[config.mk]
export PLATFORM = sky130hd
export DESIGN_NAME = color_channel_normalizer_flat
export DESIGN_NICKNAME = d
export VERILOG_FILES = /design/src/hw/rtl/ccn_pkg.sv /design/src/hw/rtl/ccn_if.sv /design/src/hw/rtl/ccn_cfg_regs.sv /design/src/hw/rtl/ccn_scale_unit.sv /design/src/hw/rtl/color_channel_normalizer.sv /design/src/flat_wrapper.sv
export SDC_FILE = /design/constraint.sdc
export NUM_CORES = 1
export LEC_CHECK = 0
export BUFFER_PORTS_ARGS = -buffer_cell sky130_fd_sc_hd__clkbuf_2
export CAP_MARGIN = 5
export CORE_MARGIN = 5
export CORE_UTILIZATION = 50
export CTS_BUF_LIST = sky130_fd_sc_hd__clkbuf_2 sky130_fd_sc_hd__clkbuf_4 sky130_fd_sc_hd__clkbuf_8
export DETAILED_ROUTE_END_ITERATION = 8
export PLACE_DENSITY = 0.67
export SYNTH_ARGS = -nofsm -noshare
export SYNTH_HDL_FRONTEND = slang
export SYNTH_SLANG_ARGS = --single-unit
[constraint.sdc]
create_clock -name clk -period 10.1 [get_ports clk]
set_clock_uncertainty 0.15 [all_clocks]
set_input_delay 1.01 -clock clk [delete_from_list [all_inputs] [get_ports clk]]
set_output_delay 1.01 -clock clk [all_outputs]
set_load 0.1 [all_outputs]
[src/hw/rtl/ccn_pkg.sv]
// ----------------------------------------------------------------------------
// Color channel normalizer package
// Shared widths, register indexes, the configuration bundle and the
// response bundle of the scaling unit.
// ----------------------------------------------------------------------------
`default_nettype none

package ccn_pkg;

    localparam int RAW_BITS       = 16;
    localparam int OUT_BITS       = 8;
    localparam int GAIN_BITS      = 8;
    localparam int LIMIT_BITS     = 8;
    localparam int CFG_INDEX_BITS = 3;
    localparam int CFG_DATA_BITS  = 16;
    localparam int NUM_CH         = 3;
    localparam int CH_BITS        = 2;

    localparam logic [OUT_BITS-1:0]   SAT_MAX           = 8'd255;
    localparam logic [GAIN_BITS-1:0]  MAX_GAIN_RESET    = 8'd10;
    localparam logic [LIMIT_BITS-1:0] OUTLIER_RESET     = 8'd30;
    localparam logic [CH_BITS-1:0]    CH_FIRST          = 2'd0;
    localparam logic [CH_BITS-1:0]    CH_LAST           = 2'd2;

    typedef enum logic [CFG_INDEX_BITS-1:0] {
        REG_DARK_THRESHOLD = 3'd0,
        REG_BLACK_RED      = 3'd1,
        REG_BLACK_GREEN    = 3'd2,
        REG_BLACK_BLUE     = 3'd3,
        REG_MAX_GAIN       = 3'd4,
        REG_OUTLIER_LIMIT  = 3'd5
    } reg_index_t;

    typedef struct packed {
        logic [RAW_BITS-1:0]   dark_threshold;
        logic [RAW_BITS-1:0]   black_red_offset;
        logic [RAW_BITS-1:0]   black_green_offset;
        logic [RAW_BITS-1:0]   black_blue_offset;
        logic [GAIN_BITS-1:0]  max_gain;
        logic [LIMIT_BITS-1:0] outlier_limit;
    } cfg_t;

    typedef struct packed {
        logic                done;
        logic [OUT_BITS-1:0] value;
    } scale_rsp_t;

endpackage

`default_nettype wire

[src/hw/rtl/ccn_if.sv]
// ----------------------------------------------------------------------------
// Color channel normalizer stream interfaces
// Valid/ready channels for the raw sample word and the color result word.
// ----------------------------------------------------------------------------
`default_nettype none

interface ccn_in_if;
    logic                          valid;
    logic                          ready;
    logic [ccn_pkg::RAW_BITS-1:0]  red_raw;
    logic [ccn_pkg::RAW_BITS-1:0]  green_raw;
    logic [ccn_pkg::RAW_BITS-1:0]  blue_raw;
    logic [ccn_pkg::RAW_BITS-1:0]  clear_raw;

    modport source (output valid, output red_raw, output green_raw,
                    output blue_raw, output clear_raw, input ready);
    modport sink   (input valid, input red_raw, input green_raw,
                    input blue_raw, input clear_raw, output ready);
endinterface

interface ccn_out_if;
    logic                          valid;
    logic                          ready;
    logic [ccn_pkg::OUT_BITS-1:0]  red_out;
    logic [ccn_pkg::OUT_BITS-1:0]  green_out;
    logic [ccn_pkg::OUT_BITS-1:0]  blue_out;
    logic                          is_dark;

    modport source (output valid, output red_out, output green_out,
                    output blue_out, output is_dark, input ready);
    modport sink   (input valid, input red_out, input green_out,
                    input blue_out, input is_dark, output ready);
endinterface

`default_nettype wire

[src/hw/rtl/ccn_cfg_regs.sv]
// ----------------------------------------------------------------------------
// Color channel normalizer configuration registers
// Write-only register file; writes to unused indexes are dropped.
// ----------------------------------------------------------------------------
`default_nettype none

module ccn_cfg_regs (
    input  wire logic                                clk,
    input  wire logic                                rst_n,
    input  wire logic                                we,
    input  wire logic [ccn_pkg::CFG_INDEX_BITS-1:0]  index,
    input  wire logic [ccn_pkg::CFG_DATA_BITS-1:0]   data,
    output ccn_pkg::cfg_t                            cfg
);
    import ccn_pkg::*;

    cfg_t cfg_reg;
    cfg_t cfg_next;

    always_comb
    begin
        cfg_next = cfg_reg;
        if (we)
        begin
            case (index)
                REG_DARK_THRESHOLD: cfg_next.dark_threshold     = data;
                REG_BLACK_RED:      cfg_next.black_red_offset   = data;
                REG_BLACK_GREEN:    cfg_next.black_green_offset = data;
                REG_BLACK_BLUE:     cfg_next.black_blue_offset  = data;
                REG_MAX_GAIN:       cfg_next.max_gain      = data[GAIN_BITS-1:0];
                REG_OUTLIER_LIMIT:  cfg_next.outlier_limit = data[LIMIT_BITS-1:0];
                default:            cfg_next = cfg_reg;
            endcase
        end
    end

    always_ff @(posedge clk or negedge rst_n)
    begin
        if (!rst_n)
        begin
            cfg_reg.dark_threshold     <= '0;
            cfg_reg.black_red_offset   <= '0;
            cfg_reg.black_green_offset <= '0;
            cfg_reg.black_blue_offset  <= '0;
            cfg_reg.max_gain           <= MAX_GAIN_RESET;
            cfg_reg.outlier_limit      <= OUTLIER_RESET;
        end
        else
        begin
            cfg_reg <= cfg_next;
        end
    end

    assign cfg = cfg_reg;

endmodule

`default_nettype wire

[src/hw/rtl/ccn_scale_unit.sv]
// ----------------------------------------------------------------------------
// Color channel normalizer scaling unit
// Scales one channel by 255/clear, capped by the gain limit and saturated
// at 255, using one multiplier and a one-bit-per-cycle restoring divider.
// ----------------------------------------------------------------------------
`default_nettype none

module ccn_scale_unit #(
    parameter int COUNT_BITS = 16
) (
    input  wire logic                            clk,
    input  wire logic                            rst_n,
    input  wire logic                            start,
    input  wire logic [COUNT_BITS-1:0]           raw,
    input  wire logic [COUNT_BITS-1:0]           clear,
    input  wire logic [ccn_pkg::GAIN_BITS-1:0]   gain,
    output ccn_pkg::scale_rsp_t                  rsp
);
    import ccn_pkg::*;

    localparam int PROD_BITS = COUNT_BITS + OUT_BITS;
    localparam int CNT_BITS  = $clog2(OUT_BITS);

    typedef enum logic [2:0] {
        S_IDLE,
        S_CLEAR_PROD,
        S_RAW_PROD,
        S_DECIDE,
        S_DIVIDE
    } state_t;

    state_t                  state_reg,     state_next;
    logic [COUNT_BITS-1:0]   raw_reg,       raw_next;
    logic [COUNT_BITS-1:0]   clear_reg,     clear_next;
    logic [GAIN_BITS-1:0]    gain_reg,      gain_next;
    logic [PROD_BITS-1:0]    prod_reg,      prod_next;
    logic                    low_light_reg, low_light_next;
    logic [COUNT_BITS-1:0]   rem_reg,       rem_next;
    logic [OUT_BITS-1:0]     quot_reg,      quot_next;
    logic [CNT_BITS-1:0]     bit_cnt_reg,   bit_cnt_next;
    scale_rsp_t              rsp_reg,       rsp_next;

    logic [COUNT_BITS-1:0]   mul_a;
    logic [PROD_BITS-1:0]    product;
    logic [PROD_BITS-1:0]    dividend;
    logic [COUNT_BITS-1:0]   div_high;
    logic [OUT_BITS-1:0]     div_low;
    logic [COUNT_BITS:0]     trial;
    logic                    trial_ge;
    logic [OUT_BITS-1:0]     prod_sat;

    // The single multiplier serves clear*gain first, then raw*gain.
    assign mul_a    = (state_reg == S_CLEAR_PROD) ? clear_reg : raw_reg;
    assign product  = PROD_BITS'(mul_a) * PROD_BITS'(gain_reg);

    // raw*255 as a shift and subtract.
    assign dividend = (PROD_BITS'(raw_reg) << OUT_BITS) - PROD_BITS'(raw_reg);
    assign div_high = dividend[PROD_BITS-1:OUT_BITS];
    assign div_low  = dividend[OUT_BITS-1:0];

    assign trial    = {rem_reg, div_low[bit_cnt_reg]};
    assign trial_ge = (trial >= {1'b0, clear_reg});

    assign prod_sat = (prod_reg[PROD_BITS-1:OUT_BITS] != '0) ? SAT_MAX
                                                              : prod_reg[OUT_BITS-1:0];

    always_comb
    begin
        state_next     = state_reg;
        raw_next       = raw_reg;
        clear_next     = clear_reg;
        gain_next      = gain_reg;
        prod_next      = prod_reg;
        low_light_next = low_light_reg;
        rem_next       = rem_reg;
        quot_next      = quot_reg;
        bit_cnt_next   = bit_cnt_reg;
        rsp_next       = rsp_reg;
        rsp_next.done  = 1'b0;

        case (state_reg)
            S_IDLE:
            begin
                if (start)
                begin
                    raw_next   = raw;
                    clear_next = clear;
                    gain_next  = gain;
                    state_next = S_CLEAR_PROD;
                end
            end
            S_CLEAR_PROD:
            begin
                prod_next  = product;
                state_next = S_RAW_PROD;
            end
            S_RAW_PROD:
            begin
                low_light_next = (prod_reg < PROD_BITS'(SAT_MAX));
                prod_next      = product;
                state_next     = S_DECIDE;
            end
            S_DECIDE:
            begin
                if (low_light_reg)
                begin
                    rsp_next.done  = 1'b1;
                    rsp_next.value = prod_sat;
                    state_next     = S_IDLE;
                end
                else if (div_high >= clear_reg)
                begin
                    // Quotient would reach 256 or more: saturate.
                    rsp_next.done  = 1'b1;
                    rsp_next.value = SAT_MAX;
                    state_next     = S_IDLE;
                end
                else
                begin
                    rem_next     = div_high;
                    quot_next    = '0;
                    bit_cnt_next = CNT_BITS'(OUT_BITS - 1);
                    state_next   = S_DIVIDE;
                end
            end
            S_DIVIDE:
            begin
                rem_next     = trial_ge ? COUNT_BITS'(trial - {1'b0, clear_reg})
                                        : trial[COUNT_BITS-1:0];
                quot_next    = {quot_reg[OUT_BITS-2:0], trial_ge};
                bit_cnt_next = bit_cnt_reg - 1'b1;
                if (bit_cnt_reg == '0)
                begin
                    rsp_next.done  = 1'b1;
                    rsp_next.value = {quot_reg[OUT_BITS-2:0], trial_ge};
                    state_next     = S_IDLE;
                end
            end
            default:
            begin
                state_next = S_IDLE;
            end
        endcase
    end

    always_ff @(posedge clk or negedge rst_n)
    begin
        if (!rst_n)
        begin
            state_reg     <= S_IDLE;
            raw_reg       <= '0;
            clear_reg     <= '0;
            gain_reg      <= '0;
            prod_reg      <= '0;
            low_light_reg <= 1'b0;
            rem_reg       <= '0;
            quot_reg      <= '0;
            bit_cnt_reg   <= '0;
            rsp_reg       <= '0;
        end
        else
        begin
            state_reg     <= state_next;
            raw_reg       <= raw_next;
            clear_reg     <= clear_next;
            gain_reg      <= gain_next;
            prod_reg      <= prod_next;
            low_light_reg <= low_light_next;
            rem_reg       <= rem_next;
            quot_reg      <= quot_next;
            bit_cnt_reg   <= bit_cnt_next;
            rsp_reg       <= rsp_next;
        end
    end

    assign rsp = rsp_reg;

endmodule

`default_nettype wire

[src/hw/rtl/color_channel_normalizer.sv]
// Flow: a dark sample or a zero clear count goes from acceptance straight to the emit state;
// otherwise each of the three channels in turn passes through the shared scaling unit
// and its bit-serial divider before the word is emitted.
// Samples: one at a time; the next sample is taken only after the word of the last one
// is loaded, and loading waits as long as the output register holds an untaken word.
// Reset: rst_n is asynchronous, active low; it restores the register defaults and zero last colors.
// ----------------------------------------------------------------------------
// Color channel normalizer
// Turns a filtered red, green, blue and clear word into an 8-bit color word
// scaled to the clear count, with black-level removal, gain cap, saturation
// and outlier smoothing against the last delivered color.
// ----------------------------------------------------------------------------
`default_nettype none

module color_channel_normalizer #(
    parameter int COUNT_BITS = 16
) (
    input  wire logic                                clk,
    input  wire logic                                rst_n,
    ccn_in_if.sink                                   in_word,
    ccn_out_if.source                                out_word,
    input  wire logic                                cfg_we,
    input  wire logic [ccn_pkg::CFG_INDEX_BITS-1:0]  cfg_index,
    input  wire logic [ccn_pkg::CFG_DATA_BITS-1:0]   cfg_data
);
    import ccn_pkg::*;

    // Sequencer: accept a sample, run each channel through the scaling unit in turn
    // unless the sample is dark or its clear is zero, then hand the color word to the output register.
    typedef enum logic [1:0] {
        S_IDLE,
        S_START,
        S_WAIT,
        S_EMIT
    } state_t;

    cfg_t        cfg;
    scale_rsp_t  scale_rsp;

    state_t                 state_reg,     state_next;
    logic [CH_BITS-1:0]     ch_reg,        ch_next;
    logic [COUNT_BITS-1:0]  chan_reg       [NUM_CH];
    logic [COUNT_BITS-1:0]  chan_next      [NUM_CH];
    logic [COUNT_BITS-1:0]  clear_reg,     clear_next;
    logic [OUT_BITS-1:0]    last_reg       [NUM_CH];
    logic [OUT_BITS-1:0]    last_next      [NUM_CH];
    logic                   dark_reg,      dark_next;
    logic                   out_valid_reg, out_valid_next;
    logic [OUT_BITS-1:0]    out_red_reg,   out_red_next;
    logic [OUT_BITS-1:0]    out_green_reg, out_green_next;
    logic [OUT_BITS-1:0]    out_blue_reg,  out_blue_next;
    logic                   out_dark_reg,  out_dark_next;

    logic                   in_fire;
    logic [COUNT_BITS-1:0]  red_in, green_in, blue_in, clear_in;
    logic [RAW_BITS-1:0]    red_wide, green_wide, blue_wide, clear_wide;
    logic                   sample_dark;
    logic [OUT_BITS-1:0]    cur_val;
    logic [OUT_BITS-1:0]    last_val;
    logic [OUT_BITS-1:0]    jump;
    logic [OUT_BITS:0]      pair_sum;
    logic [OUT_BITS-1:0]    smoothed;

    ccn_cfg_regs u_cfg_regs (
        .clk   (clk),
        .rst_n (rst_n),
        .we    (cfg_we),
        .index (cfg_index),
        .data  (cfg_data),
        .cfg   (cfg)
    );

    ccn_scale_unit #(
        .COUNT_BITS (COUNT_BITS)
    ) u_scale_unit (
        .clk   (clk),
        .rst_n (rst_n),
        .start (state_reg == S_START),
        .raw   (chan_reg[ch_reg]),
        .clear (clear_reg),
        .gain  (cfg.max_gain),
        .rsp   (scale_rsp)
    );

    assign in_word.ready = (state_reg == S_IDLE);
    assign in_fire       = in_word.valid && in_word.ready;

    // Only the low COUNT_BITS bits of each count take part.
    assign red_in     = in_word.red_raw[COUNT_BITS-1:0];
    assign green_in   = in_word.green_raw[COUNT_BITS-1:0];
    assign blue_in    = in_word.blue_raw[COUNT_BITS-1:0];
    assign clear_in   = in_word.clear_raw[COUNT_BITS-1:0];
    assign red_wide   = RAW_BITS'(red_in);
    assign green_wide = RAW_BITS'(green_in);
    assign blue_wide  = RAW_BITS'(blue_in);
    assign clear_wide = RAW_BITS'(clear_in);

    assign sample_dark = (clear_wide < cfg.dark_threshold);

    // Outlier smoothing: a jump beyond the limit is replaced by the floor
    // average of the new and the last value.
    assign cur_val  = scale_rsp.value;
    assign last_val = last_reg[ch_reg];
    assign jump     = (cur_val > last_val) ? (cur_val - last_val) : (last_val - cur_val);
    assign pair_sum = {1'b0, cur_val} + {1'b0, last_val};
    assign smoothed = (jump > cfg.outlier_limit) ? pair_sum[OUT_BITS:1] : cur_val;

    always_comb
    begin
        state_next     = state_reg;
        ch_next        = ch_reg;
        chan_next      = chan_reg;
        clear_next     = clear_reg;
        last_next      = last_reg;
        dark_next      = dark_reg;
        out_valid_next = out_valid_reg;
        out_red_next   = out_red_reg;
        out_green_next = out_green_reg;
        out_blue_next  = out_blue_reg;
        out_dark_next  = out_dark_reg;

        if (out_valid_reg && out_word.ready)
        begin
            out_valid_next = 1'b0;
        end

        case (state_reg)
            S_IDLE:
            begin
                if (in_fire)
                begin
                    // Black offsets are removed here, saturating at zero.
                    chan_next[0] = (red_wide > cfg.black_red_offset)
                                   ? COUNT_BITS'(red_wide - cfg.black_red_offset) : '0;
                    chan_next[1] = (green_wide > cfg.black_green_offset)
                                   ? COUNT_BITS'(green_wide - cfg.black_green_offset) : '0;
                    chan_next[2] = (blue_wide > cfg.black_blue_offset)
                                   ? COUNT_BITS'(blue_wide - cfg.black_blue_offset) : '0;
                    clear_next   = clear_in;
                    ch_next      = CH_FIRST;
                    dark_next    = sample_dark;
                    if (sample_dark)
                    begin
                        // Forced black also clears the kept colors.
                        for (int i = 0; i < NUM_CH; i++)
                        begin
                            last_next[i] = '0;
                        end
                        state_next = S_EMIT;
                    end
                    else if (clear_in == '0)
                    begin
                        // A zero clear count repeats the last color unchanged.
                        state_next = S_EMIT;
                    end
                    else
                    begin
                        state_next = S_START;
                    end
                end
            end
            S_START:
            begin
                state_next = S_WAIT;
            end
            S_WAIT:
            begin
                if (scale_rsp.done)
                begin
                    last_next[ch_reg] = smoothed;
                    if (ch_reg == CH_LAST)
                    begin
                        state_next = S_EMIT;
                    end
                    else
                    begin
                        ch_next    = ch_reg + 1'b1;
                        state_next = S_START;
                    end
                end
            end
            S_EMIT:
            begin
                if (!out_valid_reg || out_word.ready)
                begin
                    // The is_dark flag is loaded together with the word it describes.
                    out_valid_next = 1'b1;
                    out_red_next   = last_reg[0];
                    out_green_next = last_reg[1];
                    out_blue_next  = last_reg[2];
                    out_dark_next  = dark_reg;
                    state_next     = S_IDLE;
                end
            end
            default:
            begin
                state_next = S_IDLE;
            end
        endcase
    end

    always_ff @(posedge clk or negedge rst_n)
    begin
        if (!rst_n)
        begin
            state_reg     <= S_IDLE;
            ch_reg        <= CH_FIRST;
            clear_reg     <= '0;
            dark_reg      <= 1'b0;
            out_valid_reg <= 1'b0;
            out_red_reg   <= '0;
            out_green_reg <= '0;
            out_blue_reg  <= '0;
            out_dark_reg  <= 1'b0;
            for (int i = 0; i < NUM_CH; i++)
            begin
                chan_reg[i] <= '0;
                last_reg[i] <= '0;
            end
        end
        else
        begin
            state_reg     <= state_next;
            ch_reg        <= ch_next;
            clear_reg     <= clear_next;
            dark_reg      <= dark_next;
            out_valid_reg <= out_valid_next;
            out_red_reg   <= out_red_next;
            out_green_reg <= out_green_next;
            out_blue_reg  <= out_blue_next;
            out_dark_reg  <= out_dark_next;
            chan_reg      <= chan_next;
            last_reg      <= last_next;
        end
    end

    assign out_word.valid     = out_valid_reg;
    assign out_word.red_out   = out_red_reg;
    assign out_word.green_out = out_green_reg;
    assign out_word.blue_out  = out_blue_reg;
    assign out_word.is_dark   = out_dark_reg;

    // An accepted sample always leaves the idle state.
    assert property (@(posedge clk) disable iff (!rst_n)
        in_fire |=> state_reg != S_IDLE)
        else $error("sequencer stayed idle after accepting a sample");

    // The scaling unit only answers while the sequencer waits for it.
    assert property (@(posedge clk) disable iff (!rst_n)
        scale_rsp.done |-> state_reg == S_WAIT)
        else $error("scaling result arrived outside the wait state");

    // A dark word carries a black color.
    assert property (@(posedge clk) disable iff (!rst_n)
        (out_word.valid && out_word.is_dark) |->
            (out_word.red_out == '0 && out_word.green_out == '0 && out_word.blue_out == '0))
        else $error("dark word with a nonzero color");

endmodule

`default_nettype wire

[src/flat_wrapper.sv]
// flat-port wrapper written by rule: the top's interface ports become plain ports
module color_channel_normalizer_flat import ccn_pkg::*;
#(
    parameter int COUNT_BITS = 16
)
  (clk, rst_n, cfg_we, cfg_index, cfg_data, in_word_valid, in_word_red_raw, in_word_green_raw, in_word_blue_raw, in_word_clear_raw, in_word_ready, out_word_valid, out_word_red_out, out_word_green_out, out_word_blue_out, out_word_is_dark, out_word_ready);
  ccn_in_if in_word_i ();
  ccn_out_if out_word_i ();
  input  wire logic clk;
  input  wire logic rst_n;
  input  wire logic cfg_we;
  input  wire logic [ccn_pkg::CFG_INDEX_BITS-1:0] cfg_index;
  input  wire logic [ccn_pkg::CFG_DATA_BITS-1:0] cfg_data;
  input wire logic [$bits(in_word_i.valid)-1:0] in_word_valid;
  input wire logic [$bits(in_word_i.red_raw)-1:0] in_word_red_raw;
  input wire logic [$bits(in_word_i.green_raw)-1:0] in_word_green_raw;
  input wire logic [$bits(in_word_i.blue_raw)-1:0] in_word_blue_raw;
  input wire logic [$bits(in_word_i.clear_raw)-1:0] in_word_clear_raw;
  output wire logic [$bits(in_word_i.ready)-1:0] in_word_ready;
  output wire logic [$bits(out_word_i.valid)-1:0] out_word_valid;
  output wire logic [$bits(out_word_i.red_out)-1:0] out_word_red_out;
  output wire logic [$bits(out_word_i.green_out)-1:0] out_word_green_out;
  output wire logic [$bits(out_word_i.blue_out)-1:0] out_word_blue_out;
  output wire logic [$bits(out_word_i.is_dark)-1:0] out_word_is_dark;
  input wire logic [$bits(out_word_i.ready)-1:0] out_word_ready;
  assign in_word_i.valid = in_word_valid;
  assign in_word_i.red_raw = in_word_red_raw;
  assign in_word_i.green_raw = in_word_green_raw;
  assign in_word_i.blue_raw = in_word_blue_raw;
  assign in_word_i.clear_raw = in_word_clear_raw;
  assign in_word_ready = in_word_i.ready;
  assign out_word_valid = out_word_i.valid;
  assign out_word_red_out = out_word_i.red_out;
  assign out_word_green_out = out_word_i.green_out;
  assign out_word_blue_out = out_word_i.blue_out;
  assign out_word_is_dark = out_word_i.is_dark;
  assign out_word_i.ready = out_word_ready;
  color_channel_normalizer #(.COUNT_BITS(COUNT_BITS)) u_core (.clk(clk), .rst_n(rst_n), .in_word(in_word_i), .out_word(out_word_i), .cfg_we(cfg_we), .cfg_index(cfg_index), .cfg_data(cfg_data));
endmodule
==> results of run 1 <==
## cell families after synthesis
family	share of synthesized area, %
compound gates	15.49
xor+xnor	3.953
fa+ha+maj	18.99
buf+inv	5.964
flops	34.84
mux	6.327
simple gates	14.43
## critical path, delay by kind of cell, from the launching register on
family | cells | cell delay [ps]
AO/OA/AOI/OAI | 10 | 2530
XOR/XNOR | 1 | 110
adder cells (fa/ha/maj) | 3 | 840
buffers and inverters | 4 | 660
flip-flops | 1 | 910
multiplexers | 1 | 360
AND/OR/NAND/NOR | 4 | 1140
## how the worst min path moves through the flow
stage	startpoint	endpoint	slack [ps]	depth (start not counted)
global route	rst_n	u_core.u_cfg_regs.cfg[42]	350	1
detailed placement	u_core.clear_reg[11]	u_core.clear_reg[11]	310	2
finish	rst_n	u_core.u_cfg_regs.cfg[42]	270	1
CTS	rst_n	u_core.u_cfg_regs.cfg[42]	310	1
global placement	u_core.clear_reg[0]	u_core.clear_reg[0]	300	2
floorplan	u_core.clear_reg[0]	u_core.clear_reg[0]	290	2
## metal layers
layer	wire length (um)	vias to the layer above	part of all wire [%]	global-route usage [%]
met5	0	-	0	0
met4	1724	0	3.1	8.080
met3	2446	106	4.4	3.172
met2	25870	443	47	38.13
met1	25380	8188	46	32.88
li1	-	8107	-	-
## area by class of cell
class / instances / area [um2] / share of cell area (%)
timing repair buffer: 127 / 690.7 / 2.870
sequential: 302 / 7565 / 31.43
tap: 585 / 732.0 / 3.041
multi-input combinational: 1677 / 12920 / 53.68
clock inverter: 11 / 148.9 / 0.6187
clock buffer: 86 / 1077 / 4.476
inverter: 249 / 934.6 / 3.884
## cell usage in the layout, fill, tap and decap left out, types with 17 or more instances in the layout
cell	count
a22o_1	45
mux2_2	74
nor2_1	124
dfrtp_1	296
a21o_1	40
xor2_1	31
o21ai_0	151
o22ai_1	23
nor3_1	18
and2_1	19
ha_1	184
nor4_1	17
nor2b_1	107
a21oi_1	127
clkbuf_4	17
mux2i_1	54
nand2_1	255
nand4_1	20
nand2b_1	25
fa_1	91
clkbuf_8	69
clkbuf_2	113
nand3_1	24
xnor2_1	67
inv_1	247
## stage by stage
step / std cells / setup slack, ps / area, um2 / utilization (%) / hold WS (ps)
floorplan: 2312 / 3986 / 21710 / - / 290.1
global placement: 2940 / 3575 / 22840 / 53.14 / 304.0
detailed placement: 2940 / 3389 / 22840 / 53.14 / 312.0
CTS: 3037 / 3340 / 24070 / 55.99 / 313.1
global route: 3037 / 2555 / 24070 / 55.99 / 351.0
finish: 3037 / 3232 / 24070 / 55.99 / 268.8
==> impl_results.rst, run 1 <==
.. list-table::
   :header-rows: 1

   * - Metric
     - Value
   * - Outcome
     - completed
   * - Number of cells on the worst reg-to-reg path
     - 23
   * - Arrival time at the worst endpoint
     - 7200 ps
   * - Hold crit path type
     - input pin to asynchronous set/reset pin
   * - Vias
     - 16,844
   * - DIE HEIGHT
     - 218.4 um
   * - Number of flip-flops and latches in the synthesized netlist
     - 302
   * - First-pass GRT wire length
     - 91,080 um
   * - Post-synthesis sequential area ratio
     - 34.84%
   * - Number of antenna violations at the first check in global routing
     - 0
   * - Flip-flop count of the largest register after layout
     - 80
   * - Clock network latency to the later pin of the worst-skew pair
     - 660 ps
   * - Number of fillers in the final layout
     - 3,982
   * - Clock tree from TritonCTS
     - built
   * - Portion of synthesized cell area occupied by the leading cell type
     - 34.12%
   * - Final critical path time including I/O delays and setup
     - 6868 ps
   * - Number of max-cap violations
     - 0
   * - Total GRT Usage
     - 23.57%
   * - Top area cells in the synthesized netlist
     - dfrtp_1 34%, ha_1 11%, fa_1 8.4%, nand2_1 4.4%, inv_1 4.3%
   * - Worst R2R End
     - u_core.last_reg[15]
   * - Crit path max fanout
     - 27
   * - Final weighted congestion in routability-driven placement
     - 0.8987
   * - Core box area
     - 0.04298 mm2
   * - Quantity of gates resized following cts
     - 0
   * - Number of max-slew violations in the final report
     - 0
   * - List of most frequent post-synthesis cells
     - 296 x dfrtp_1, 255 x nand2_1, 247 x inv_1, 184 x ha_1, 151 x o21ai_0
   * - Fraction of registers with async set or reset after synthesis
     - 100.0%
   * - Number of nets still failing antenna checks after routing
     - 0
   * - Vias in the first global route
     - 17,137
   * - Post-route DRC
     - 0
   * - Clock sinks
     - 302
   * - Final-report setup violation count
     - 0
   * - Buffer depth of the longest clock path
     - 3
   * - Synthesized instance count
     - 2,312
   * - Final Hold Vio Count
     - 0
   * - WP data required
     - 10,430 ps
   * - Setup tns final
     - 0 ps
   * - Hold buffer count at cts
     - 0
   * - Worst-path cell chain
     - inv_1 -> nor2_1 -> a21oi_1 -> inv_1 -> ha_1 -> inv_1 -> fa_1 -> nand3_1 -> a21oi_1 -> o31ai_1 -> buf_4 -> mux2_2 -> nor4b_2 -> o31ai_1 -> a21oi_1 -> xnor2_1 -> ha_1 -> nand4_1 -> o21ai_0 -> o21a_1 -> o311ai_0 -> o21ai_0 -> o22ai_1
   * - Clock transition at the registers of the reported paths
     - 60 ps
   * - Vias per Instance
     - 5.546
   * - Remaining Overflow, GRT
     - 0
   * - Number of levels in the clock H-tree
     - 2
   * - Most common flop cell mapped by yosys
     - dfrtp_1
   * - Clock Root Buffer
     - clkbuf_8
   * - Crit path launch type
     - flip-flop
   * - Final HPWL DP
     - 41,850 um
   * - Area added between synthesis and finish
     - 10.84%
   * - Count leader, synth
     - dfrtp_1
   * - Area enclosed by the die boundary
     - 0.04769 mm2
   * - Fraction of final layout cells sized beyond drive strength 1
     - 13.78%
   * - CP max stage cell
     - dfrtp_1
   * - Number of enable-type register cells in the synthesized netlist
     - 0
   * - Slew HR
     - 22.77%
   * - Io pins
     - 115
   * - Starting density of the core
     - 50.52%
   * - Final Net Count
     - 2,772
   * - Distinct cell type count after synthesis
     - 79
   * - Maximum cell stage delay along the critical path
     - 910 ps
   * - Critical path endpoint category
     - flip-flop
   * - Transition time at the pin with the least slew margin
     - 1157 ps
   * - FMAX
     - 0.1456 GHz
   * - Final antenna diode count
     - 0
   * - Largest net degree at the start of global routing
     - 183
   * - Unrepaired setup endpoints after global routing
     - false
   * - Final worst path period share
     - 68.00%
   * - Reg-to-reg setup timing slack
     - 3230 ps
   * - Per-instance average area after synthesis
     - 9.391 um2
   * - Net count after synthesis
     - 2,675
   * - Die Span X
     - 218.4 um
   * - Overall routed net length
     - 55,430 um
   * - Number of setup buffers added after CTS
     - 0
   * - Yosys warnings
     - 0
   * - Launch point of the critical path
     - u_core.ch_reg[1]
   * - Number of optimization iterations in the first detailed-route pass
     - 7
   * - Reg-to-reg startpoint
     - u_core.ch_reg[1]
   * - Worst setup path class
     - flip-flop to flip-flop
   * - Number of violations reported at the end of detailed-routing iteration 0
     - 941
   * - Cell area after synthesis
     - 0.02171 mm2
   * - Row Count
     - 76
   * - Clock buffers created by TritonCTS
     - 52
   * - Avg WL per Cell
     - 18.25 um
   * - Number of buffers inserted by port buffering
     - 114
   * - Cell accounting for the most synthesized area
     - dfrtp_1
   * - Endpoint of the worst setup timing path
     - u_core.last_reg[15]
Power of run 1 is not shown: default switching activity piles up to over one toggle a cycle in this logic, so the estimate is an artifact.
==> inputs of run 2 (changes only) <==
Settings changed: ABC_AREA set to 1, PLACE_DENSITY 0.67 to 0.7.
Clock period 10.1 ns to 5.99 ns, I/O delays scaled along.
==> impl_results.rst, run 2 <==
.. list-table::
   :header-rows: 1

   * - Metric
     - Value
   * - Final-report setup violation count
     - 0 (unchanged)
   * - Number of enable-type register cells in the synthesized netlist
     - 0 (unchanged)
   * - Hold Path Origin
     - in_word_clear_raw[9]
   * - Number of levels in the clock H-tree
     - 2 (unchanged)
   * - First-pass GRT wire length
     - 112,600 um (was 91,080 um)
   * - Depth of the worst hold-timing path
     - 3
   * - Row Count
     - 79 (was 76)
   * - List of most frequent post-synthesis cells
     - 788 x nand2_1, 508 x inv_1, 296 x dfrtp_1, 265 x nor2_1, 247 x o21ai_0 (was 296 x dfrtp_1, 255 x nand2_1, 247 x inv_1, 184 x ha_1, 151 x o21ai_0)
   * - Worst setup path class
     - flip-flop to flip-flop (unchanged)
   * - Number of buffers inserted by port buffering
     - 114 (unchanged)
   * - Cell accounting for the most synthesized area
     - dfrtp_1 (unchanged)
   * - Final HPWL DP
     - 55,210 um (was 41,850 um)
   * - Overall routed net length
     - 69,990 um (was 55,430 um)
   * - Number of optimization iterations in the first detailed-route pass
     - 6 (was 7)
   * - Clock sinks
     - 302 (unchanged)
   * - Finished Layout Cells
     - 3,926 (was 3,037)
   * - Most common cell after layout, fill and taps aside
     - nand2_1 (was dfrtp_1)
   * - Final Hold Vio Count
     - 0 (unchanged)
   * - Total GRT Usage
     - 27.31% (was 23.57%)
   * - Buffer depth of the longest clock path
     - 3 (unchanged)
   * - Clock buffers created by TritonCTS
     - 55 (was 52)
   * - CP max stage cell
     - fa_1 (was dfrtp_1)
   * - Fraction of final layout cells sized beyond drive strength 1
     - 9.497% (was 13.78%)
   * - Per-instance average area after synthesis
     - 7.435 um2 (was 9.391 um2)
   * - Clock tree from TritonCTS
     - built (unchanged)
   * - WP data required
     - 6420 ps (was 10,430 ps)
   * - Number of violations reported at the end of detailed-routing iteration 0
     - 1,773 (was 941)
   * - Transition time at the pin with the least slew margin
     - 1084 ps (was 1157 ps)
   * - Portion of synthesized cell area occupied by the leading cell type
     - 31.54% (was 34.12%)
   * - Area enclosed by the die boundary
     - 0.05141 mm2 (was 0.04769 mm2)
   * - Flip-flop count of the largest register after layout
     - 80 (unchanged)
   * - Clock transition at the registers of the reported paths
     - 60 ps (about the same)
   * - Avg WL per Cell
     - 17.83 um (was 18.25 um)
   * - Critical path endpoint category
     - flip-flop (unchanged)
   * - Number of antenna violations at the first check in global routing
     - 3 (was 0)
   * - Post-route DRC
     - 0 (unchanged)
   * - Worst-path cell chain
     - nor2_1 -> nand2_1 -> buf_12 -> o21ai_2 -> nor2_1 -> fa_1 -> inv_1 -> fa_1 -> inv_1 -> fa_1 -> inv_1 -> fa_1 -> inv_1 -> ha_1 -> nand2_1 -> nor2_1 -> inv_1 -> nor3_1 -> nand3_1 -> nand3_1 -> nand2_1 -> a31oi_1 (was inv_1 -> nor2_1 -> a21oi_1 -> inv_1 -> ha_1 -> inv_1 -> fa_1 -> nand3_1 -> a21oi_1 -> o31ai_1 -> buf_4 -> mux2_2 -> nor4b_2 -> o31ai_1 -> a21oi_1 -> xnor2_1 -> ha_1 -> nand4_1 -> o21ai_0 -> o21a_1 -> o311ai_0 -> o21ai_0 -> o22ai_1)
   * - Area added between synthesis and finish
     - 10.39% (was 10.84%)
   * - Maximum cell stage delay along the critical path
     - 550 ps (was 910 ps)
   * - Number of max-cap violations
     - 0 (unchanged)
   * - Core box area
     - 0.04656 mm2 (was 0.04298 mm2)
   * - Vias
     - 21,270 (was 16,844)
   * - Clock Root Buffer
     - clkbuf_8 (unchanged)
   * - Number of nets still failing antenna checks after routing
     - 0 (unchanged)
   * - Clock network latency to the later pin of the worst-skew pair
     - 680 ps (was 660 ps)
   * - Outcome
     - completed (unchanged)
   * - FMAX
     - 0.1803 GHz (was 0.1456 GHz)
   * - Net count after synthesis
     - 3,522 (was 2,675)
   * - Yosys warnings
     - 0 (unchanged)
   * - DIE HEIGHT
     - 226.7 um (was 218.4 um)
   * - Final critical path time including I/O delays and setup
     - 5545 ps (was 6868 ps)
   * - Setup tns final
     - 0 ps (unchanged)
   * - Number of setup buffers added after CTS
     - 0 (unchanged)
   * - Hold crit path type
     - input pin to flip-flop (was input pin to asynchronous set/reset pin)
   * - Io pins
     - 115 (unchanged)
   * - Most common flop cell mapped by yosys
     - dfrtp_1 (unchanged)
   * - Cell count after placement
     - 3,820 (was 2,940)
   * - Cell repeated most along the worst path
     - inv_1
   * - Arrival time at the worst endpoint
     - 5980 ps (was 7200 ps)
   * - Bufs and invs on worst path
     - 6 (was 4)
   * - Vias per Instance
     - 5.418 (was 5.546)
   * - Reg-to-reg startpoint
     - u_core.u_scale_unit.state_reg[2] (was u_core.ch_reg[1])
   * - Final worst path period share
     - 92.57% (was 68.00%)
   * - Final Net Count
     - 3,634 (was 2,772)
   * - Number of cells on the worst reg-to-reg path
     - 22 (was 23)
   * - Number of max-slew violations in the final report
     - 0 (unchanged)
   * - Vias in the first global route
     - 20,939 (was 17,137)
   * - Count leader, synth
     - nand2_1 (was dfrtp_1)
   * - Final weighted congestion in routability-driven placement
     - 0.9640 (was 0.8987)
   * - Post-synthesis sequential area ratio
     - 32.21% (was 34.84%)
   * - Crit path max fanout
     - 26 (was 27)
   * - Cell area after synthesis
     - 0.02349 mm2 (was 0.02171 mm2)
   * - Min Hold Slack
     - 64.18 ps (was 268.8 ps)
   * - Largest net degree at the start of global routing
     - 107 (was 183)
   * - Synthesized instance count
     - 3,159 (was 2,312)
   * - Kind of cell with the highest combined delay on the critical path
     - adder cells (was compound AO/OA/AOI/OAI gates)
   * - Starting density of the core
     - 50.45% (was 50.52%)
   * - Remaining Overflow, GRT
     - 0 (unchanged)
   * - Unrepaired setup endpoints after global routing
     - false (unchanged)
   * - Top area cells in the synthesized netlist
     - dfrtp_1 32%, nand2_1 13%, ha_1 9.8%, inv_1 8.1%, fa_1 7.8% (was dfrtp_1 34%, ha_1 11%, fa_1 8.4%, nand2_1 4.4%, inv_1 4.3%)
   * - Crit path launch type
     - flip-flop (unchanged)
   * - Commonest non-fill, non-tap cells in the layout
     - 787 x nand2_1, 508 x inv_1, 296 x dfrtp_1, 265 x nor2_1, 247 x o21ai_0 (was 296 x dfrtp_1, 255 x nand2_1, 247 x inv_1, 184 x ha_1, 151 x o21ai_0)
   * - Crit. path cell count
     - 22 (was 23)
   * - Fraction of registers with async set or reset after synthesis
     - 100.0% (unchanged)
   * - Launch point of the critical path
     - u_core.u_scale_unit.state_reg[2] (was u_core.ch_reg[1])
   * - Distinct cell type count after synthesis
     - 55 (was 79)
   * - Number of flip-flops and latches in the synthesized netlist
     - 302 (unchanged)
   * - Slew HR
     - 27.57% (was 22.77%)
   * - Die Span X
     - 226.7 um (was 218.4 um)
run 2: cell families (layout without fill, tap and decap cells):
kind of cell	after synthesis	after routing	share of synthesized area, %
compound gates	525	525	12.36
xor+xnor	70	70	2.642
fa+ha+maj	275	275	17.56
buf+inv	598	756	9.908
flops	302	302	32.21
mux	9	9	0.4315
other cells	0	2	0
simple gates	1380	1380	24.89
run 2: metrics by stage:
stage          util, %  setup WS [ps]  instance area [um2]
6_report         55.69          444.9                25930
5_1_grt          55.69          65.84                25920
4_1_cts          55.66          389.1                25910
3_5_place_dp     52.90          411.0                24630
3_3_place_gp     52.90          475.6                24630
2_1_floorplan        -          981.0                23490
run 2: path summary, 6_finish.rpt:
path / end / slack (ps)
worst max-delay path: u_core.u_scale_unit.prod_reg[23] / 440
worst min-delay path: u_core.clear_reg[9] / 60
worst max register to register: u_core.u_scale_unit.prod_reg[23] / 440
worst min register to register: u_core.u_scale_unit.gain_reg[4] / 300
max in group asynchronous: u_core.u_scale_unit.gain_reg[3] / 3720
min in group asynchronous: u_core.u_scale_unit.rem_reg[11] / 450
run 2: cell type report:
type	instances	area (um2)
inverters	517	1944
repair buffers	136	773.2
fillers	4428	20630
multi-input cells	2259	13610
clock inverters	15	157.7
flip-flops and latches	302	7565
well taps	607	759.5
diodes	2	5.005
clock buffers	88	1117
run 2: per-layer routing:
metal  up-vias  part of all wire, %  routed length (um)  GRT usage, %
met5         -                    0                   0             0
met4         0                  3.1                2168         9.082
met3       126                  5.6                3938         3.314
met2       645                   46               32450         44.11
met1     10133                   45               31440         38.42
li1      10366                    -                   -             -
run 2: worst register-to-register path, delay by kind of cell (launching register included):
family	cells	cell delay, ps
AND/OR/NAND/NOR	9	1270
adder cells (fa/ha/maj)	5	2550
flip-flops	1	410
buffers and inverters	6	550
AO/OA/AOI/OAI	2	530
run 2: repair_timing:
action,CTS,global route
gates resized for setup,0,3
hold endpoints to repair,103,0
endpoints found under the setup margin,0,12
hold buffers,1,0
Power of run 2 is left out for the same reason.
==> inputs of run 3 (changes only) <==
Settings changed: SYNTH_HIERARCHICAL set to 1.
==> impl_results.rst, run 3 <==
.. list-table::
   :header-rows: 1

   * - Metric
     - Value
   * - Final HPWL DP
     - 53,330 um (was 55,210 um)
   * - Net Sw Power
     - 1.611 mW
   * - Total chip power
     - 5.370 mW
   * - Number of setup buffers added after CTS
     - 0 (unchanged)
   * - Final Net Count
     - 3,741 (was 3,634)
   * - Gate power share
     - 18.0%
   * - Cell accounting for the most synthesized area
     - dfrtp_1 (unchanged)
   * - Unrepaired setup endpoints after global routing
     - false (unchanged)
   * - Top area cells in the synthesized netlist
     - dfrtp_1 31%, nand2_1 14%, ha_1 9.7%, fa_1 7.6%, inv_1 7.6% (was dfrtp_1 32%, nand2_1 13%, ha_1 9.8%, inv_1 8.1%, fa_1 7.8%)
   * - Post-synthesis sequential area ratio
     - 31.75% (was 32.21%)
   * - Most common flop cell mapped by yosys
     - dfrtp_1 (unchanged)
   * - Number of violations reported at the end of detailed-routing iteration 0
     - 1,715 (was 1,773)
   * - Final worst path period share
     - 91.77% (was 92.57%)
   * - Cell area after synthesis
     - 0.02383 mm2 (was 0.02349 mm2)
   * - Overall routed net length
     - 68,500 um (was 69,990 um)
   * - Clock sinks
     - 302 (unchanged)
   * - Clock transition at the registers of the reported paths
     - 70 ps (was 60 ps)
   * - List of most frequent post-synthesis cells
     - 908 x nand2_1, 484 x inv_1, 304 x nor2_1, 296 x dfrtp_1, 243 x nand3_1 (was 788 x nand2_1, 508 x inv_1, 296 x dfrtp_1, 265 x nor2_1, 247 x o21ai_0)
   * - Portion of synthesized cell area occupied by the leading cell type
     - 31.09% (was 31.54%)
   * - Final weighted congestion in routability-driven placement
     - 0.9452 (was 0.9640)
   * - WP data required
     - 6420 ps (about the same)
   * - Per-instance average area after synthesis
     - 7.311 um2 (was 7.435 um2)
   * - Number of cells on the worst reg-to-reg path
     - 22 (unchanged)
   * - Number of buffers inserted by port buffering
     - 114 (unchanged)
   * - Reg-to-reg startpoint
     - u_core/u_scale_unit/state_reg[2] (was u_core.u_scale_unit.state_reg[2])
   * - Number of levels in the clock H-tree
     - 2 (unchanged)
   * - Number of max-cap violations
     - 0 (unchanged)
   * - Reg-to-reg setup timing slack
     - 490 ps (was 440 ps)
   * - Hold crit path type
     - input pin to flip-flop (unchanged)
   * - Number of max-slew violations in the final report
     - 0 (unchanged)
   * - Row Count
     - 80 (was 79)
   * - Flip-flop count of the largest register after layout
     - 80 (unchanged)
   * - Share of total power in sequential cells
     - 41.3%
   * - Sequential cell area in the final layout
     - 0.007565 mm2 (unchanged)
   * - Remaining Overflow, GRT
     - 0 (unchanged)
   * - Reported leakage power
     - 14.57 nW
   * - Commonest non-fill, non-tap cells in the layout
     - 908 x nand2_1, 484 x inv_1, 304 x nor2_1, 296 x dfrtp_1, 242 x nand3_1 (was 787 x nand2_1, 508 x inv_1, 296 x dfrtp_1, 265 x nor2_1, 247 x o21ai_0)
   * - First-pass GRT wire length
     - 110,800 um (was 112,600 um)
   * - Launch point of the critical path
     - u_core/u_scale_unit/state_reg[2] (was u_core.u_scale_unit.state_reg[2])
   * - Starting density of the core
     - 50.22% (was 50.45%)
   * - Crit path max fanout
     - 33 (was 26)
   * - Post-route DRC
     - 0 (unchanged)
   * - Yosys warnings
     - 6 (was 0)
   * - Largest net degree at the start of global routing
     - 153 (was 107)
   * - Vias in the first global route
     - 20,682 (was 20,939)
   * - Worst R2R End
     - u_core/u_scale_unit/prod_reg[23] (was u_core.u_scale_unit.prod_reg[23])
   * - Outcome
     - completed (unchanged)
   * - Clock buffers created by TritonCTS
     - 54 (was 55)
   * - Number of antenna violations at the first check in global routing
     - 6 (was 3)
   * - Final Hold Vio Count
     - 0 (unchanged)
   * - Number of flip-flops and latches in the synthesized netlist
     - 302 (unchanged)
   * - Peak supply drop
     - 0.2297 mV
   * - Setup tns final
     - 0 ps (unchanged)
   * - Count leader, synth
     - nand2_1 (unchanged)
   * - Core box area
     - 0.04745 mm2 (was 0.04656 mm2)
   * - Clock Root Buffer
     - clkbuf_8 (unchanged)
   * - Final critical path time including I/O delays and setup
     - 5497 ps (was 5545 ps)
   * - Most common cell after layout, fill and taps aside
     - nand2_1 (unchanged)
   * - Number of enable-type register cells in the synthesized netlist
     - 0 (unchanged)
   * - Final-report setup violation count
     - 0 (unchanged)
   * - Transition time at the pin with the least slew margin
     - 943.9 ps (was 1084 ps)
   * - FMAX
     - 0.1819 GHz (was 0.1803 GHz)
   * - Net count after synthesis
     - 3,622 (was 3,522)
   * - Slew HR
     - 37.01% (was 27.57%)
   * - Vias per Instance
     - 5.285 (was 5.418)
   * - Die Span X
     - 228.3 um (was 226.7 um)
   * - Pwr per Cell Area
     - 204.5 mW/mm2
   * - Vias
     - 21,339 (was 21,270)
   * - Buffer depth of the longest clock path
     - 3 (unchanged)
   * - Crit path launch type
     - flip-flop (unchanged)
   * - Fraction of final layout cells sized beyond drive strength 1
     - 10.35% (was 9.497%)
   * - Avg WL per Cell
     - 16.96 um (was 17.83 um)
   * - Clock network latency to the later pin of the worst-skew pair
     - 670 ps (was 680 ps)
   * - Number of nets still failing antenna checks after routing
     - 0 (unchanged)
   * - Io pins
     - 115 (unchanged)
   * - DIE HEIGHT
     - 228.3 um (was 226.7 um)
   * - Area enclosed by the die boundary
     - 0.05212 mm2 (was 0.05141 mm2)
   * - Internal Dissipation
     - 3.758 mW
   * - Number of optimization iterations in the first detailed-route pass
     - 6 (unchanged)
   * - Total GRT Usage
     - 26.05% (was 27.31%)
   * - Critical path endpoint category
     - flip-flop (unchanged)
   * - Distinct cell type count after synthesis
     - 56 (was 55)
   * - Worst setup path class
     - flip-flop to flip-flop (unchanged)
   * - Area added between synthesis and finish
     - 10.19% (was 10.39%)
   * - Fraction of registers with async set or reset after synthesis
     - 100.0% (unchanged)
   * - Clock tree from TritonCTS
     - built (unchanged)
   * - Number of fillers in the final layout
     - 4,644 (was 4,428)
   * - Clock power frac
     - 40.7%
   * - Synthesized instance count
     - 3,259 (was 3,159)
   * - Fraction of power spent switching nets
     - 30.01%
   * - Arrival time at the worst endpoint
     - 5930 ps (was 5980 ps)
   * - Endpoint of the worst setup timing path
     - u_core/u_scale_unit/prod_reg[23] (was u_core.u_scale_unit.prod_reg[23])
   * - Multi-input gate area
     - 0.01400 mm2 (was 0.01361 mm2)
-- run 3: changes by cell type in the layout (fill, tap and decap cells not counted), sizes merged, moves of 6 or more --
| cell | change |
|---|---|
| nand2 | +128 |
| o21ai | -102 |
| nand3 | +77 |
| nor2 | +48 |
| nand4 | -35 |
| a22oi | -17 |
| a21oi | +15 |
| inv | -12 |
| a22o | -8 |
| o22ai | +8 |
| clkbuf | -6 |
-- run 3: repair_timing --
action                                 CTS  global route
endpoints found under the hold margin   79             0
gates resized for setup                  0             0
hold buffers                             2             0
-- run 3: logic make-up (layout without fill, tap and decap cells) --
group	count (synthesis)	in the layout	synth area share (%)
adders and majority gates	275	275	17.31
muxes	10	10	0.4726
other	0	3	0
buffers and inverters	583	744	9.536
xor gates and xnor gates	67	67	2.494
and+or+nand+nor	1603	1603	28.78
DFF	302	302	31.75
AOI/OAI and AO/OA	419	419	9.657
-- run 3: area by class of cell --
type,instances,share of cell area (%)
diodes,3,0.02859
clock buffers,82,3.989
clock inverters,16,0.6863
inverters,509,7.292
multi-input cells,2374,53.32
flip-flops and latches,302,28.81
well taps,615,2.931
repair buffers,137,2.936
-- run 3: critical path, stage by stage, from the launching register on --
cell and delay, ps:
dfrtp_1 400, nor2_1 140, nand2_1 60, buf_4 230
o21ai_1 570, nor2_1 140, fa_1 560, inv_1 50
fa_1 520, inv_1 50, fa_1 520, inv_1 60
fa_1 530, inv_1 50, ha_1 420, nand2_1 100
nor2_1 110, inv_1 70, nor3_1 230, nand3_1 140
nand3_1 100, nand2_1 50, a31oi_1 120
-- run 3: metrics by stage --
| step | hold slack, ps | setup slack, ps | cells | util [%] | area, um2 |
|---|---|---|---|---|---|
| 6_report | 46.13 | 493.0 | 4038 | 55.33 | 26250 |
| 5_1_grt | 40.01 | 74.45 | 4037 | 55.33 | 26250 |
| 4_1_cts | 6.614 | 549.7 | 4035 | 55.32 | 26250 |
| 3_5_place_dp | 308.0 | 553.8 | 3935 | 52.69 | 25000 |
| 3_3_place_gp | 303.7 | 644.4 | 3935 | 52.69 | 25000 |
| 2_1_floorplan | 153.4 | 1024 | 3259 | - | 23830 |
-- run 3: power by group through the flow --
stage	Clock [mW]	Combinational (mW)	Sequential, mW
final	2.19	0.965	2.22
after global routing	2.34	1.10	2.23
after CTS	2.24	0.961	2.22
after detailed placement	0	0.956	2.25
after global placement	0	0.946	2.25
after floorplan	0	0.683	2.24
-- run 3: how the worst min path moves through the flow --
stage	end	start	depth (start not counted)
detailed placement	u_core/u_cfg_regs/cfg[54]	u_core/u_cfg_regs/cfg[54]	2
global route	u_core/clear_reg[3]	in_word_clear_raw[3]	3
floorplan	u_core/ch_reg[0]	rst_n	0
finish	u_core/clear_reg[0]	in_word_clear_raw[0]	3
global placement	u_core/u_cfg_regs/cfg[77]	u_core/u_cfg_regs/cfg[77]	2
CTS	u_core/clear_reg[3]	in_word_clear_raw[3]	3
-- run 3: metal layers --
| metal | up-vias | share of wire (%) | GRT usage [%] |
|---|---|---|---|
| met5 | - | 0.066 | 0 |
| met4 | 6 | 4.2 | 10.55 |
| met3 | 140 | 5.8 | 3.988 |
| met2 | 636 | 46 | 42.05 |
| met1 | 9974 | 44 | 35.44 |
| li1 | 10583 | - | - |
(Power assumes the default switching activity.)
